<file path="src/rtl/md4_pkg.sv">
// ----------------------------------------------------------------------------
// md4_pkg
// Shared types, constants and round functions of the MD4 digest block.
// ----------------------------------------------------------------------------
package md4_pkg;

    localparam int WORD_W     = 32;
    localparam int BLOCK_W    = 16;
    localparam int ROUND_W    = 6;
    localparam int FILL_W     = 6;
    localparam int LENGTH_W   = 64;
    localparam int DIGEST_W   = 128;

    localparam logic [WORD_W-1:0] INIT_A = 32'h67452301;
    localparam logic [WORD_W-1:0] INIT_B = 32'hefcdab89;
    localparam logic [WORD_W-1:0] INIT_C = 32'h98badcfe;
    localparam logic [WORD_W-1:0] INIT_D = 32'h10325476;
    localparam logic [WORD_W-1:0] K_ROUND2 = 32'h5a827999;
    localparam logic [WORD_W-1:0] K_ROUND3 = 32'h6ed9eba1;

    localparam logic [7:0]         PAD_BYTE    = 8'h80;
    localparam logic [FILL_W-1:0]  LENGTH_SLOT = 6'd56;
    localparam logic [FILL_W-1:0]  FILL_LAST   = 6'd63;
    localparam logic [ROUND_W-1:0] ROUND_LAST  = 6'd47;
    localparam logic [3:0]         LEN_WORD_LO = 4'd14;
    localparam logic [3:0]         LEN_WORD_HI = 4'd15;
    localparam logic [LENGTH_W-1:0] BITS_PER_BYTE = 64'd8;

    typedef enum logic [4:0] {
        ST_IDLE   = 5'b00001,
        ST_ROUND  = 5'b00010,
        ST_FOLD   = 5'b00100,
        ST_LENGTH = 5'b01000,
        ST_OUTPUT = 5'b10000
    } state_t;

    typedef struct packed {
        logic               load_byte;
        logic               pad;
        logic               load_len;
        logic               load_v;
        logic               round_en;
        logic [ROUND_W-1:0] round_idx;
        logic               fold;
        logic               emit;
    } md4_cmd_t;

    typedef struct packed {
        logic [FILL_W-1:0] fill;
        logic              out_free;
    } md4_status_t;

    // Index of the message word used by a step.
    function automatic logic [3:0] msg_index(input logic [ROUND_W-1:0] idx);
        logic [3:0] j;
        logic [3:0] m;
        j = idx[3:0];
        case (idx[5:4])
            2'd0:    m = j;
            2'd1:    m = {j[1:0], j[3:2]};
            default: m = {j[0], j[1], j[2], j[3]};
        endcase
        return m;
    endfunction

    function automatic logic [4:0] shift_amount(input logic [ROUND_W-1:0] idx);
        logic [4:0] s;
        case ({idx[5:4], idx[1:0]})
            4'b0000: s = 5'd3;
            4'b0001: s = 5'd7;
            4'b0010: s = 5'd11;
            4'b0011: s = 5'd19;
            4'b0100: s = 5'd3;
            4'b0101: s = 5'd5;
            4'b0110: s = 5'd9;
            4'b0111: s = 5'd13;
            4'b1000: s = 5'd3;
            4'b1001: s = 5'd9;
            4'b1010: s = 5'd11;
            4'b1011: s = 5'd15;
            default: s = 5'd3;
        endcase
        return s;
    endfunction

    function automatic logic [WORD_W-1:0] rotl(input logic [WORD_W-1:0] x,
                                               input logic [4:0] s);
        logic [2*WORD_W-1:0] tmp;
        tmp = {x, x} << s;
        return tmp[2*WORD_W-1:WORD_W];
    endfunction

    // One MD4 step: new value of the slot being updated.
    function automatic logic [WORD_W-1:0] md4_step(
        input logic [WORD_W-1:0]  a,
        input logic [WORD_W-1:0]  x,
        input logic [WORD_W-1:0]  y,
        input logic [WORD_W-1:0]  z,
        input logic [WORD_W-1:0]  w,
        input logic [ROUND_W-1:0] idx
    );
        logic [WORD_W-1:0] f;
        logic [WORD_W-1:0] k;
        case (idx[5:4])
            2'd0: begin
                f = z ^ (x & (y ^ z));
                k = '0;
            end
            2'd1: begin
                f = (x & y) | (x & z) | (y & z);
                k = K_ROUND2;
            end
            default: begin
                f = x ^ y ^ z;
                k = K_ROUND3;
            end
        endcase
        return rotl(a + f + w + k, shift_amount(idx));
    endfunction

endpackage

</file>
<file path="src/rtl/md4_message_digest.sv">
// ----------------------------------------------------------------------------
// md4_message_digest
// MD4 digest of a byte stream, one byte per input transaction.
// ----------------------------------------------------------------------------
// Send message bytes with s_tuser low; send one transaction with s_tuser high
// to pad the message, append its bit length and return the 16-byte digest on
// the m_ side, after which the block starts a new message. A byte is taken
// whenever the block is idle, but the 64th byte of a block holds s_tready low
// while the block is compressed: one shared step unit runs the 48 MD4 steps,
// one per cycle, and a fold state then adds the result into the chaining
// value. A finish compresses one block, or two when 56 or more bytes of the
// last block are already filled and the pad needs a block of its own, and
// waits for a previous digest to be taken before it emits. The digest
// sits in an output register, so new message bytes are accepted while it
// waits on m_tready.
// ----------------------------------------------------------------------------
module md4_message_digest
    import md4_pkg::*;
(
    input  logic                aclk,
    input  logic                aresetn,
    input  logic                s_tvalid,
    output logic                s_tready,
    input  logic [7:0]          s_tdata,   // [7:0] message_byte
    input  logic                s_tuser,   // [0] command
    output logic                m_tvalid,
    input  logic                m_tready,
    output logic [DIGEST_W-1:0] m_tdata    // [63:0] digest_first, [127:64] digest_second
);

    md4_cmd_t    cmd;
    md4_status_t status;

    md4_ctrl u_ctrl (
        .aclk     (aclk),
        .aresetn  (aresetn),
        .s_tvalid (s_tvalid),
        .s_tuser  (s_tuser),
        .s_tready (s_tready),
        .status   (status),
        .cmd      (cmd)
    );

    md4_datapath u_datapath (
        .aclk     (aclk),
        .aresetn  (aresetn),
        .cmd      (cmd),
        .byte_in  (s_tdata),
        .m_tready (m_tready),
        .m_tvalid (m_tvalid),
        .m_tdata  (m_tdata),
        .status   (status)
    );

endmodule

</file>
<file path="src/rtl/md4_ctrl.sv">
// ----------------------------------------------------------------------------
// md4_ctrl
// Sequencer: absorb, padding, length, 48-step compression and digest output.
// ----------------------------------------------------------------------------
module md4_ctrl
    import md4_pkg::*;
(
    input  logic        aclk,
    input  logic        aresetn,
    input  logic        s_tvalid,
    input  logic        s_tuser,
    output logic        s_tready,
    input  md4_status_t status,
    output md4_cmd_t    cmd
);

    state_t             state_reg, state_next;
    state_t             ret_reg, ret_next;
    logic [ROUND_W-1:0] round_reg, round_next;

    always_ff @(posedge aclk) begin
        if (!aresetn) begin
            state_reg <= ST_IDLE;
            ret_reg   <= ST_IDLE;
            round_reg <= '0;
        end else begin
            state_reg <= state_next;
            ret_reg   <= ret_next;
            round_reg <= round_next;
        end
    end

    assign s_tready = (state_reg == ST_IDLE);

    always_comb begin
        state_next    = state_reg;
        ret_next      = ret_reg;
        round_next    = round_reg;
        cmd           = '0;
        cmd.round_idx = round_reg;
        unique case (state_reg)
            ST_IDLE: begin
                if (s_tvalid) begin
                    if (!s_tuser) begin
                        cmd.load_byte = 1'b1;
                        if (status.fill == FILL_LAST) begin
                            cmd.load_v = 1'b1;
                            ret_next   = ST_IDLE;
                            round_next = '0;
                            state_next = ST_ROUND;
                        end
                    end else begin
                        cmd.pad = 1'b1;
                        if (status.fill >= LENGTH_SLOT) begin
                            // no room for the length: compress the pad block first
                            cmd.load_v = 1'b1;
                            ret_next   = ST_LENGTH;
                            round_next = '0;
                            state_next = ST_ROUND;
                        end else begin
                            state_next = ST_LENGTH;
                        end
                    end
                end
            end
            ST_ROUND: begin
                cmd.round_en = 1'b1;
                if (round_reg == ROUND_LAST) begin
                    state_next = ST_FOLD;
                end else begin
                    round_next = round_reg + 1'b1;
                end
            end
            ST_FOLD: begin
                cmd.fold   = 1'b1;
                state_next = ret_reg;
            end
            ST_LENGTH: begin
                cmd.load_len = 1'b1;
                cmd.load_v   = 1'b1;
                ret_next     = ST_OUTPUT;
                round_next   = '0;
                state_next   = ST_ROUND;
            end
            ST_OUTPUT: begin
                // hold until the output register is free
                if (status.out_free) begin
                    cmd.emit   = 1'b1;
                    state_next = ST_IDLE;
                end
            end
            default: begin
                state_next = ST_IDLE;
            end
        endcase
    end

endmodule

</file>
<file path="src/rtl/md4_datapath.sv">
// ----------------------------------------------------------------------------
// md4_datapath
// Block buffer, bit length, chaining value, round registers and digest output.
// ----------------------------------------------------------------------------
module md4_datapath
    import md4_pkg::*;
(
    input  logic                aclk,
    input  logic                aresetn,
    input  md4_cmd_t            cmd,
    input  logic [7:0]          byte_in,
    input  logic                m_tready,
    output logic                m_tvalid,
    output logic [DIGEST_W-1:0] m_tdata,
    output md4_status_t         status
);

    logic [WORD_W-1:0]   buf_reg [BLOCK_W];
    logic [WORD_W-1:0]   chain_reg [4];
    logic [WORD_W-1:0]   v_reg [4];
    logic [FILL_W-1:0]   fill_reg;
    logic [LENGTH_W-1:0] len_reg;
    logic [DIGEST_W-1:0] digest_reg;
    logic                out_valid_reg;

    logic [7:0]          wr_byte;
    logic [4:0]          lane_base;
    logic [WORD_W-1:0]   msg_word;
    logic [WORD_W-1:0]   step_next;

    assign wr_byte   = cmd.pad ? PAD_BYTE : byte_in;
    assign lane_base = {fill_reg[1:0], 3'b000};
    assign msg_word  = buf_reg[msg_index(cmd.round_idx)];
    assign step_next = md4_step(v_reg[0], v_reg[1], v_reg[2], v_reg[3], msg_word,
                                cmd.round_idx);

    // Block buffer, fill count and bit length
    always_ff @(posedge aclk) begin
        if (!aresetn) begin
            for (int i = 0; i < BLOCK_W; i++) buf_reg[i] <= '0;
            fill_reg <= '0;
            len_reg  <= '0;
        end else begin
            if (cmd.fold) begin
                for (int i = 0; i < BLOCK_W; i++) buf_reg[i] <= '0;
                fill_reg <= '0;
            end else begin
                if (cmd.load_byte || cmd.pad) begin
                    buf_reg[fill_reg[5:2]][lane_base +: 8] <= wr_byte;
                end
                if (cmd.load_len) begin
                    buf_reg[LEN_WORD_LO] <= len_reg[WORD_W-1:0];
                    buf_reg[LEN_WORD_HI] <= len_reg[LENGTH_W-1:WORD_W];
                end
                if (cmd.load_byte) begin
                    fill_reg <= fill_reg + 1'b1;
                end
            end
            if (cmd.load_byte) begin
                len_reg <= len_reg + BITS_PER_BYTE;
            end else if (cmd.emit) begin
                len_reg <= '0;
            end
        end
    end

    // Chaining value
    always_ff @(posedge aclk) begin
        if (!aresetn) begin
            chain_reg[0] <= INIT_A;
            chain_reg[1] <= INIT_B;
            chain_reg[2] <= INIT_C;
            chain_reg[3] <= INIT_D;
        end else if (cmd.emit) begin
            chain_reg[0] <= INIT_A;
            chain_reg[1] <= INIT_B;
            chain_reg[2] <= INIT_C;
            chain_reg[3] <= INIT_D;
        end else if (cmd.fold) begin
            for (int i = 0; i < 4; i++) chain_reg[i] <= chain_reg[i] + v_reg[i];
        end
    end

    // Working registers; slot 0 is always the one being updated, so
    // rotate by one slot per step (back in A, B, C, D order after 48 steps)
    always_ff @(posedge aclk) begin
        if (cmd.load_v) begin
            for (int i = 0; i < 4; i++) v_reg[i] <= chain_reg[i];
        end else if (cmd.round_en) begin
            v_reg[0] <= v_reg[3];
            v_reg[1] <= step_next;
            v_reg[2] <= v_reg[1];
            v_reg[3] <= v_reg[2];
        end
    end

    // Output register
    always_ff @(posedge aclk) begin
        if (!aresetn) begin
            out_valid_reg <= 1'b0;
        end else if (cmd.emit) begin
            out_valid_reg <= 1'b1;
        end else if (m_tready) begin
            out_valid_reg <= 1'b0;
        end
    end

    always_ff @(posedge aclk) begin
        if (cmd.emit) begin
            digest_reg <= {chain_reg[3], chain_reg[2], chain_reg[1], chain_reg[0]};
        end
    end

    assign m_tvalid        = out_valid_reg;
    assign m_tdata         = digest_reg;
    assign status.fill     = fill_reg;
    assign status.out_free = !out_valid_reg || m_tready;

endmodule

</file>
<file path="config.mk">
export PLATFORM = sky130hd
export DESIGN_NAME = md4_message_digest
export DESIGN_NICKNAME = d
export VERILOG_FILES = /design/src/rtl/md4_pkg.sv /design/src/rtl/md4_message_digest.sv /design/src/rtl/md4_ctrl.sv /design/src/rtl/md4_datapath.sv
export SDC_FILE = /design/constraint.sdc
export NUM_CORES = 2
export LEC_CHECK = 0
export BUFFER_PORTS_ARGS = -buffer_cell sky130_fd_sc_hd__clkbuf_2
export CAP_MARGIN = 25
export CORE_MARGIN = 2
export CORE_UTILIZATION = 45
export CTS_BUF_LIST = sky130_fd_sc_hd__clkbuf_8 sky130_fd_sc_hd__clkbuf_16
export DETAILED_ROUTE_END_ITERATION = 12
export HOLD_SLACK_MARGIN = 0.12
export SLEW_MARGIN = 20
export SYNTH_ARGS = -nofsm -noshare
export SYNTH_HDL_FRONTEND = slang
export SYNTH_SLANG_ARGS = --single-unit
</file>
<file path="constraint.sdc">
create_clock -name aclk -period 7.9 [get_ports aclk]
set_input_delay 1.58 -clock aclk [delete_from_list [all_inputs] [get_ports aclk]]
set_output_delay 1.58 -clock aclk [all_outputs]
set_load 0.01 [all_outputs]
</file>
* Word level (Yosys, flattened, before mapping) *
Memory sizes are Yosys's and may differ from the RTL's. A register that Yosys moved wholly into a read port is not among the register bits.
Index checks and enable logic that the tools add are counted.
Widths: inputs -> output; s select.

cells by class
  add/sub/neg operators = 11
  multipliers = 0
  div/mod/pow operators = 0
  order comparisons = 1
  equal/unequal tests = 14
  shift-type cells = 3
  muxes and demuxes = 98
  bitwise gates (word level) = 41
  reductions and logical operators = 13

operators by type and width
  cell                    count
  $mux 32                 33
  $add 32x32->32          6
  $and 32x32->32          4
  $mux 64                 2
  $xor 32x32->32          4
  $add 64x4->64 const B   1
  $or 32x32->32           2
  $pmux 32 s2             1
  $shl 64x5->64           1
  $pmux 31 s2             1
  $mux 5                  9
  $mux 1                  35
  $add 32x31->32          1
  $reduce_or 32->1        1
  $shift 8x7->32 const A  1
  $shiftx 8x7->32         1
  $mux 6                  5
  $or 1x1->1              30
  $pmux 5 s5              1
  $pmux 6 s3              1
  $mux 4                  4
  $add 6x1->6 const B     2
  $eq 6x6->1 const B      2
  $pmux 5 s2              1
  other kinds (25)        32

storage, ports and cells
  register bits = 215
  bits in latches = 0
  memory bits (writable) = 768
  memory bits (read-only) = 64
  bits of input ports = 13
  output and inout bits = 130
  logic and storage cells = 192
  memories = 4

memory list
  memory                words  bits a word  rd ports  clocked after Yosys merged registers in  wr ports  line                RTL
  u_datapath.buf_reg    16     32           1         0                                        16        md4_datapath.sv:18  logic [WORD_W-1:0] buf_reg [BLOCK_W];
  u_datapath.chain_reg  4      32           4         0                                        4         md4_datapath.sv:19  logic [WORD_W-1:0] chain_reg [4];
  u_datapath.v_reg      4      32           4         0                                        4         md4_datapath.sv:20  logic [WORD_W-1:0] v_reg [4];
  (no name shown)       16     4            1         1                                        0         md4_pkg.sv:68       case ({idx[5:4], idx[1:0]})

* Logic depth before layout (Yosys ltp) *
  depth in word-level cells = 10
  gate-level depth with buffers = 27
  gate-level depth less buffers = 22

* Hierarchy *
Synthesis repeated with hierarchy kept, for this count alone.

second synthesis, totals
  cells, all modules = 4934
  area total of the unflattened synthesis = 53348.7 µm²

by module, submodules not included
  module        times used  cells an instance  area an instance (µm²)  seq. area each (µm²)
  md4_datapath  1           4842               52603.0                 27946.8
  md4_ctrl      1           92                 745.7                   280.3

* Least setup slack after synthesis *
OpenSTA, ideal clock, no wires.

  kind = register -> register
  start = reg u_ctrl.round_reg[4]
  end = mem u_datapath.v_reg[1][23], data pin
  library setup time = 0.257 ns
  arrival time = 6.462 ns
  required time = 7.643 ns
  path slack = 1.181 ns
  cell stages (with the launch flop) = 25
  path buffers = 4
  period minus slack after synthesis = 6.719 ns
  path through = dfxtp_1 buf_4 mux2i_1 o21a_1 buf_2 clkbuf_1 buf_1 mux4_2 mux2i_1 a21oi_1 fa_1 inv_1 fa_1 inv_1 ha_1 a211oi_1 o211ai_1 a41oi_1 a21o_1 a211oi_1 or3_1 and3_1 a211o_1 a211o_1 a32o_1

RTL lines
  what                      line                RTL
  start: declaration        md4_ctrl.sv:19      logic [ROUND_W-1:0] round_reg, round_next;
  start signal: assignment  md4_ctrl.sv:29      round_reg <= round_next;
  end: declaration          md4_datapath.sv:20

==> flow_metrics.tcl <==
set metrics [dict create \
    cp_common_cell "a21oi_1" \
    post_cts_buffers 0 \
    ys_top_cells_by_area "edfxtp_1 (48%), nand2_1 (6.5%), mux4_2 (5.6%)" \
    largest_reg_flops 512 \
    leakagePower_uw 0.0220 \
    crit_start "u_ctrl.round_reg[4]" \
    grt_usage_pct 27.4 \
    crit_fanout 16 \
    async_flop_share_pct 0 \
    hpwlAfterDp_um 123000 \
    max_freq_mhz 134 \
    hold_viol 0 \
    cts_hold_buf 0 \
    routed_wl_um 169000 \
    crit_chain "mux2i_1, o21a_4, buf_12, buf_4, mux4_2, nand2_1, a21oi_1, a21oi_1, fa_1, fa_1, inv_1, ha_1, a21oi_1, o211ai_1, a41oi_1, a21o_1, nand2_1, a31oi_1, mux2_2, o41ai_1, nor2_1, o21ai_0" \
    globalplace.congestion 0.951 \
    worst_ep_required_time_ns 8.43 \
    synth_enable_flop_cells 864 \
    rsz0062_at_grt "false" \
    grt_max_degree 129 \
    layout.nets 5461 \
    initial_core_util_pct 45.5 \
    syn_area_um2 53800 \
    vias 40300 \
    min_period_ns 7.49 \
    slew_headroom_pct 21.1 \
    syn_inst 5056 \
    num_rows 126 \
    cts-resized-gates 0 \
    synth_ff_type "edfxtp_1" \
    routedWlPerCell_um 24.7 \
    cts_root_buffer "clkbuf_16" \
    synth_fp_nets 5362 \
    core-area_um2 118000 \
    htree_levels 3 \
    drive_above_1_share_pct 11.7 \
    maxSlewViolCount 0 \
    powerDensity_nw_per_um2 261 \
    outcome "completed" \
    ys_types 92 \
    numCtsBuffers 107 \
    crit_path_end_kind "flip-flop" \
    drt_iter0_markers 4055 \
    clock_latency_ns 0.73 \
    nFillCells 10700 \
    yosys.area.top_type_share_pct 48.2 \
    ys_ff_latch 982 \
    grt_first_pass_wirelength_um 250000 \
    cts.sinks 982 \
    die_h_um 350 \
    ctsLongestPathBuffers 3 \
    die_width_um 350 \
    period_share_pct 94.8 \
    synthMostInstantiatedCell "nand2_1" \
    grt_antenna_before_repair 3 \
    cts_tree "done" \
    slowest_stage "o41ai_1" \
    drc 0 \
    start_kind "flip-flop" \
    holdCritStartpoint "u_ctrl.ret_reg[4]" \
    grt_pass1_vias 37900 \
    timing.hold.ws_ns 0.481 \
    peakVddDrop_v 0.000182 \
    fin_area_um2 60000 \
    ys_warn_count 0 \
    skew_ns 0.0505 \
    path_class "flip-flop to flip-flop" \
    fp.dieArea_um2 122000 \
    drv_cap 0 \
    via_per_inst 5.88 \
    portBuffers 142 \
    setup_viol 0 \
    worstPathArrival_ns 8.02 \
    final_antenna_net_count 0 \
    worst_pin_slew_ns 1.17 \
    hold_class "flip-flop to flip-flop" \
    register_area_um2 28300 \
    io_pins 143 \
    multi_input_area_um2 24200 \
    yosysTopAreaCell "edfxtp_1" \
    gr-total-overflow 0 \
    setup_tns_ns 0 \
    synthTopCellsByCount "nand2_1 (935), edfxtp_1 (864), nor2_1 (766), a21oi_1 (238), ha_1 (234)" \
    critPathMaxStageDelay_ns 0.70 \
    timing.rr.start "u_ctrl.round_reg[4]" \
    seq_area_frac_synth_pct 52.6 \
    syn_to_final_growth_pct 11.5 \
    dr.pass1.iters 8 \
    clk_pin_slew_ns 0.06 \
    dpl-instance-area_um2 56500 \
    avgSynthCellArea_um2 10.6 \
]
[cell type report]
type / instances / area share [%]
clock buffers: 117 / 4.69
well taps: 1600 / 3.34
repair buffers: 226 / 2.41
multi-input cells: 3713 / 40.4
flip-flops and latches: 982 / 47.2
inverters: 125 / 0.790
clock inverters: 84 / 1.20
diodes: 1 / 0.00417
[final timing paths]
check / end / slack, ns / depth (start not counted)
worst max-delay path: u_datapath.v_reg[1][19] / 0.41 / 22
worst min register to register: u_ctrl.state_reg[4] / 0.48 / 2
worst min-delay path: u_ctrl.state_reg[4] / 0.48 / 2
worst max register to register: u_datapath.v_reg[1][19] / 0.41 / 22
[kinds of logic (layout without fill, tap and decap cells)]
logic type      Yosys count  in the layout  synth area share [%]
compound gates          883            883                  10.6
xor+xnor                133            133                  2.16
fa+ha+maj               293            293                  7.63
buf+inv                 361            552                  2.57
flops                   982            982                  52.6
mux                     211            211                  7.10
other cells               0              1                     0
simple gates           2193           2193                  17.4
[worst max-delay path, delay by kind of cell (launching register included)]
kind	cells	cell delay (ns)
compound gates	10	3.35
mux	3	1.31
buf+inv	3	0.42
flops	1	0.57
fa+ha+maj	3	1.42
simple gates	3	0.22
[metrics by stage]
step	worst slack, ns	power, uW	utilization, %	cells
after floorplan	1.18	9130	-	5056
after global placement	0.547	10600	47.7	6644
after detailed placement	0.411	10600	47.7	6645
after CTS	0.325	15700	50.7	6846
after global routing	0.0476	16300	50.7	6847
final	0.411	15700	50.7	6848
[metal layers]
layer	vias to the layer above	global-route usage, %	routed length, um
met5	-	0	27
met4	4	11.8	8140
met3	310	4.14	12000
met2	1546	44.0	78500
met1	19900	37.0	70300
li1	18500	-	-
[report_power, final]
| group | switching [uW] | total [uW] | internal [uW] | leakage, uW |
|---|---|---|---|---|
| Clock | 2180 | 5050 | 2870 | 0.00185 |
| Combinational | 2910 | 4450 | 1540 | 0.0111 |
| Sequential | 235 | 6170 | 5930 | 0.00906 |
| Total | 5320 | 15700 | 10300 | 0.0220 |
[placed cells by master, fill, tap and decap left out, types with 26 or more instances in the layout]
cell type	netlist	layout
ha_1	234	234
fa_1	59	59
xor2_1	65	65
mux2i_1	59	59
o21a_1	47	45
mux4_2	135	135
a211oi_1	33	33
nor3_1	62	62
nand3_1	127	126
or3_1	32	32
xnor2_1	68	68
nor2_1	766	764
buf_4	1	73
edfxtp_1	864	864
clkbuf_16	0	107
a21o_1	56	56
o21ai_0	229	227
and2_1	27	26
dfxtp_1	118	117
nand2b_1	36	36
inv_1	124	149
o211ai_1	40	40
a21oi_1	238	238
and3_1	82	82
a221o_1	26	26
clkbuf_2	0	142
nand2_1	935	932
a31oi_1	29	29
nor2b_1	28	28
No activity file was read; power rests on OpenSTA's default activity.
